`src/hdl/mpkt_pkg.sv`:
```
// shared types and constants for the max_profit_k_trades block
// no dependencies; imported by mpkt_slot and max_profit_k_trades
`default_nettype none

package mpkt_pkg;

    // default sizing of the block
    localparam int DEF_MAX_TRADES  = 16;
    localparam int DEF_PRICE_BITS  = 30;
    localparam int DEF_PROFIT_BITS = 48;

    // trade limit register
    localparam int              LIMIT_BITS  = 5;
    localparam [LIMIT_BITS-1:0] LIMIT_RESET = 5'd1;

    // per-slot control from the top level
    typedef struct packed {
        logic update;   // slot takes its next values
        logic clear;    // series ended, return slot to empty
    } slot_ctrl_t;

endpackage

`default_nettype wire

```
`src/hdl/mpkt_slot.sv`:
```
// one trade slot: best cash while holding and while free after this trade
// depends on mpkt_pkg for the default sizes and the slot control struct
`default_nettype none

module mpkt_slot #(
    parameter int PRICE_BITS  = mpkt_pkg::DEF_PRICE_BITS,
    parameter int PROFIT_BITS = mpkt_pkg::DEF_PROFIT_BITS
) (
    input  wire                         aclk,
    input  wire                         aresetn,
    input  mpkt_pkg::slot_ctrl_t        ctrl,
    input  wire  [PRICE_BITS-1:0]       price,
    input  wire  [PROFIT_BITS-1:0]      free_before,   // free cash of the previous slot
    output logic [PROFIT_BITS-1:0]      free_cash,     // current free cash
    output logic [PROFIT_BITS-1:0]      free_cash_next // value after this price
);
    import mpkt_pkg::*;

    localparam int WIDEST    = (PROFIT_BITS > PRICE_BITS) ? PROFIT_BITS : PRICE_BITS;
    localparam int HOLD_BITS = WIDEST + 2;

    logic signed [HOLD_BITS-1:0] hold_reg, hold_next;
    logic                        hold_ok_reg;
    logic [PROFIT_BITS-1:0]      free_reg;

    logic signed [HOLD_BITS-1:0] price_s, before_s, buy_cand;
    logic signed [HOLD_BITS:0]   sell_sum;
    logic [PROFIT_BITS-1:0]      sell_val;

    localparam logic signed [HOLD_BITS:0] PROFIT_MAX_W =
        {{(HOLD_BITS + 1 - PROFIT_BITS){1'b0}}, {PROFIT_BITS{1'b1}}};

    always_comb begin
        price_s  = signed'({{(HOLD_BITS - PRICE_BITS){1'b0}}, price});
        before_s = signed'({{(HOLD_BITS - PROFIT_BITS){1'b0}}, free_before});
        buy_cand = before_s - price_s;

        if (!hold_ok_reg || buy_cand > hold_reg) begin
            hold_next = buy_cand;
        end else begin
            hold_next = hold_reg;
        end

        // sell the held unit, clamped to the profit range
        sell_sum = {hold_reg[HOLD_BITS-1], hold_reg} + {price_s[HOLD_BITS-1], price_s};
        if (sell_sum[HOLD_BITS]) begin
            sell_val = '0;
        end else if (sell_sum > PROFIT_MAX_W) begin
            sell_val = '1;
        end else begin
            sell_val = sell_sum[PROFIT_BITS-1:0];
        end

        if (hold_ok_reg && sell_val > free_reg) begin
            free_cash_next = sell_val;
        end else begin
            free_cash_next = free_reg;
        end
    end

    assign free_cash = free_reg;

    always_ff @(posedge aclk) begin
        if (!aresetn) begin
            hold_ok_reg <= 1'b0;
            free_reg    <= '0;
        end else if (ctrl.clear) begin
            hold_ok_reg <= 1'b0;
            free_reg    <= '0;
        end else if (ctrl.update) begin
            hold_ok_reg <= 1'b1;
            free_reg    <= free_cash_next;
        end
    end

    always_ff @(posedge aclk) begin
        if (ctrl.update) begin
            hold_reg <= hold_next;
        end
    end

endmodule

`default_nettype wire

```
`config.mk`:
```
export PLATFORM = sky130hd
export DESIGN_NAME = mpkt_slot
export DESIGN_NICKNAME = d
export VERILOG_FILES = /design/src/hdl/mpkt_pkg.sv /design/src/hdl/mpkt_slot.sv
export SDC_FILE = /design/constraint.sdc
export NUM_CORES = 1
export LEC_CHECK = 0
export BUFFER_PORTS_ARGS = -buffer_cell sky130_fd_sc_hd__buf_4
export CORE_ASPECT_RATIO = 0.5
export CORE_MARGIN = 3
export CORE_UTILIZATION = 50
export CTS_CLUSTER_DIAMETER = 150
export DETAILED_ROUTE_END_ITERATION = 12
export PLACE_DENSITY_LB_ADDON = 0.15
export SLEW_MARGIN = 0
export SYNTH_ARGS = -nofsm -noshare
export SYNTH_HDL_FRONTEND = slang
export SYNTH_SLANG_ARGS = --single-unit
```
`constraint.sdc`:
```
create_clock -name aclk -period 7.89 [get_ports aclk]
set_clock_uncertainty 0.05 [all_clocks]
set_input_delay 0.789 -clock aclk [delete_from_list [all_inputs] [get_ports aclk]]
set_output_delay 0.789 -clock aclk [all_outputs]
set_load 0.02 [all_outputs]
```
* Yosys cells after proc, flatten, opt, wreduce, memory -nomap -nowiden
Cells that the tools add are included.
Cells by class: magnitude comparators 3, muxes and demuxes 3, add/sub/neg operators 2, reduce and logical (&&, ||, !) cells 5, bitwise operators 1
Operator list (number):
- 48-bit 2-to-1 mux | 3
- 51-bit by 49-bit greater-than comparator with 1-bit output, second input constant | 1
- 49-bit by 31-bit adder with 50-bit output | 1
- 49-bit greater-than comparator | 1
- 48-bit by 30-bit subtractor with 49-bit output | 1
- 48-bit greater-than comparator | 1
- 2-bit AND reduction | 1
- 2-bit OR reduction | 1
- 1-bit logical AND | 1
- 1-bit zero test | 1
- 1-bit logical OR | 1
- 1-bit NOT | 1
Word-level totals: logic and storage cells 17, flip-flop bits (word level) 98

* Logic depth before layout (Yosys ltp)
word-level depth 7, gate-level depth with buffers 26, mapped depth without buffers 22

* Worst setup path after synthesis
No wires, ideal clock.
kind input to register, start input price[4], end register hold_reg[0] (enable), required time 7304 ps, stages on the path 18, data arrival time 7664 ps, setup time 536 ps, setup slack -359 ps, path through inv_1 -> ha_1 -> a2111oi_4 -> o21ai_0 -> nand3_1 -> a31oi_1 -> o2111ai_1 -> a211oi_1 -> nor3_1 -> nand4b_1 -> xnor2_1 -> ha_1 -> a21o_1 -> a21o_1 -> a21oi_1 -> o21ai_0 -> a31oi_1 -> a221oi_1
Between the ends: cells in the longest elaborated chain, start to end 4
Ends and longest elaborated chain:
- from (decl) | line mpkt_slot.sv:12 | input wire [PRICE_BITS-1:0] price,
- 48-bit by 30-bit subtractor with 49-bit output | line mpkt_slot.sv:36 | buy_cand = before_s - price_s;
- named net buy_cand[42] | line mpkt_slot.sv:26 | logic signed [HOLD_BITS-1:0] price_s, before_s, buy_cand;
- 49-bit greater-than comparator | line mpkt_slot.sv:38 | if (!hold_ok_reg || buy_cand > hold_reg) begin
- 1-bit logical OR | line mpkt_slot.sv:38
- 2-bit AND reduction (no source line)
- to (signal assigned) | line mpkt_slot.sv:78 | hold_reg <= hold_next;
- to (decl) | line mpkt_slot.sv:22 | logic signed [HOLD_BITS-1:0] hold_reg, hold_next;
The timed path passes the listed nets, and every way through them passes these cells. A chain may end at the register's enable or synchronous reset.

* Worst setup path after layout
start input price[0], end output free_cash_next[12]
Between the ends: cells in the longest elaborated chain, start to end 7
Ends and longest elaborated chain:
- 49-bit by 31-bit adder with 50-bit output * | line mpkt_slot.sv:45 | sell_sum = {hold_reg[HOLD_BITS-1], hold_reg} + {price_s[HOLD_BITS-1], price_s};
- 51-bit by 49-bit greater-than comparator with 1-bit output | line mpkt_slot.sv:48 | end else if (sell_sum > PROFIT_MAX_W) begin
- 48-bit 2-to-1 mux | line mpkt_slot.sv:48
- 48-bit 2-to-1 mux * | line mpkt_slot.sv:46 | if (sell_sum[HOLD_BITS]) begin
- 48-bit greater-than comparator | line mpkt_slot.sv:54 | if (hold_ok_reg && sell_val > free_reg) begin
- 1-bit logical AND | line mpkt_slot.sv:54
- 48-bit 2-to-1 mux * | line mpkt_slot.sv:54
- to (decl) | line mpkt_slot.sv:15 | output logic [PROFIT_BITS-1:0] free_cash_next
Mark *: on every way between the ends. The rest lies on a longest branch, timed or not.

==> results.cfg <==
[clocking]
clockBufferDepth = 2
postCtsHoldBufs = 0
cts_tree = yes
cts_root_buf = clkbuf_16
numCtsBuffers = 9
ctsHtreeMaxLevel = 3
clk_latency_ns = 0.36
post_cts_buffers = 0
clkSinkCount = 98
clkTransAtPathRegs_ns = 0.07
ctsResizeCount = 0

[hold_path]
min_to = free_cash[9]
min_path_cells = 1
hp-class = reg -> reg
holdCritStartpoint = free_cash[9]

[setup_path]
worstReg2RegEnd = free_cash[10]
r2r_cells = 25
r2r_setup_slack_ns = 0.89
cp-start-kind = input pin
crit_type = in -> out
cp.arrival_ns = 6.69
cp_max_fo = 23
critPathRequiredTime_ns = 7.05
r2r_start = hold_reg[0]
worst_setup_path_end_kind = primary output

[floorplanning]
ios = 178
rows = 36
core_um2 = 20090
chipWidth_um = 211.7
die_h_um = 108.9
start_util_pct = 52.65
die_area_um2 = 23040

[sta]
finalSetupViolations = 0
final_hold_viol_count = 0
timing.final.ws_setup_ns = 0.3659
fin_crit_ns = 7.524
finalCritPeriodShare_pct = 95.36
worst_pin_slew_ns = 1.088
finalMaxSlewViolations = 0
fin_hold_ws_ns = 0.4533
rsz0062_at_grt = no
slew_headroom_pct = 25.56
fin_tns_setup_ns = 0
fmax_ghz = 0.1329

[finish]
multiInputGateArea_um2 = 7402
instances_no_fill = 1746
regArea_um2 = 2452
num-fill-cells = 1838
fin_util_pct = 61.83
layout.nets = 1716
largest_register_ffs = 49
layout-drive-gt1-share_pct = 16.01
num_antenna_cells = 0
final_area_um2 = 12420
area_growth_pct = 17.44

[place]
io_buffer_count = 177
placedInstanceArea_um2 = 12150
gp_congestion = 0.8980
dp_slack_ns = 0.5676
hpwlAfterDp_um = 25530
placedCellCount = 1730

[route]
wl_um = 31200
ant_nets = 0
viasPerCell = 5.952
post-route-drc-count = 0
firstDrtPassIters = 6
wire_per_inst_um = 17.87
drt-initial-drc-count = 859
dr_total_vias = 10390

[synthesis]
synth_nets = 1561
synth_area_leaders = ha_1 19%, edfxtp_1 14%, dfxtp_1 9.3%
synth.avg_cell_area_um2 = 8.013
syn_inst = 1320
yosysUniqueCellTypes = 73
synth_area_um2 = 10580
synth.most_common_cell = ha_1
synth.largest_area_cell = ha_1
ys_ff_latch = 98
synth_top_area_share_pct = 18.57
synth-main-ff-cell = edfxtp_1
yosysWarnings = 0
async_flop_share_pct = 0
yosys-top-cells-count = 157 x ha_1, 141 x inv_1, 114 x a21oi_1
seq_area_frac_synth_pct = 23.18
synth_edf_count = 49

[global_routing]
grt_pass1_wl_um = 49250
grtUsageTotal_pct = 26.49
grt_pass1_vias = 9613
grt_max_degree = 41
antenna_found_initial = 0
overflow = 0

[power]
p_per_area_nw_per_um2 = 148.2
ir_drop_mv = 0.1038
power_mw = 1.841
power.leakage_nw = 5.462

[run]
maxCapViolations = 0

[status]
outcome = completed
metal layers:
metal  GRT usage [%]  share of wire [%]  vias up
met5               0                  0        -
met4           5.346                1.4        0
met3           4.570                6.3       38
met2           43.39                 46      347
met1           37.06                 47     4897
li1                -                  -     5111
cells by family (layout without fill, tap and decap cells):
kind of cell | after synthesis | count (layout) | share of synthesized area (%)
compound gates | 397 | 397 | 24.96
buf+inv | 186 | 346 | 7.026
flops | 98 | 98 | 23.18
simple gates | 387 | 387 | 17.84
fa+ha+maj | 159 | 159 | 18.95
xor+xnor | 82 | 82 | 6.932
mux | 11 | 11 | 1.112
power by group:
group,switching (mW),internal (mW)
Clock,0.205,0.226
Combinational,0.486,0.331
Sequential,0.0202,0.573
Total,0.711,1.13
cell type report:
class,instances,area share [%]
clock buffers,12,2.004
clock inverters,4,0.2015
inverters,141,4.261
multi-input cells,1036,59.59
flip-flops and latches,98,19.74
well taps,266,2.679
repair buffers,189,11.52
worst max path at each step:
| stage | from | endpoint | slack (ns) |
|---|---|---|---|
| 2_1_floorplan | price[4] | hold_reg[0] | 1.25 |
| 3_3_place_gp | price[0] | free_cash_next[12] | 0.77 |
| 6_report | price[0] | free_cash_next[12] | 0.37 |
| 5_1_grt | price[0] | free_cash_next[12] | 0.06 |
| 4_1_cts | price[0] | free_cash_next[12] | 0.58 |
| 3_5_place_dp | price[0] | free_cash[5] | 0.57 |
worst max-delay path: stages:
cell	delay [ns]
buf_4	0.09
ha_1	0.18
inv_1	0.06
fa_1	0.38
nand2b_1	0.20
a21oi_1	0.37
o211ai_1	0.25
a211oi_2	0.34
o21ai_2	0.20
a211oi_4	0.38
xnor2_2	0.28
buf_4	0.37
and2_1	0.24
nor2_1	0.06
ha_1	0.33
nand4_1	0.11
nor3_1	0.25
a221oi_1	0.18
o221ai_1	0.22
a21oi_1	0.08
a31o_2	0.26
nand2b_1	0.26
buf_4	0.28
o21ai_1	0.30
buf_4	0.20
layout by cell type, fill, tap and decap left out, types with 14 or more instances in the layout:
| cell | instances |
|---|---|
| a21oi_1 | 114 |
| nor2b_1 | 14 |
| o2bb2ai_1 | 28 |
| nor3_1 | 23 |
| a22o_1 | 28 |
| nand3_1 | 32 |
| nor2_1 | 106 |
| ha_1 | 157 |
| dfxtp_1 | 49 |
| inv_1 | 141 |
| nand2_1 | 104 |
| xor2_1 | 27 |
| buf_4 | 188 |
| edfxtp_1 | 49 |
| nand4_1 | 38 |
| o21ai_0 | 59 |
| o21a_1 | 17 |
| a31oi_1 | 15 |
| xnor2_1 | 53 |
| a21o_1 | 34 |
| o21ai_1 | 22 |
Power figures use the tool's default switching activity.
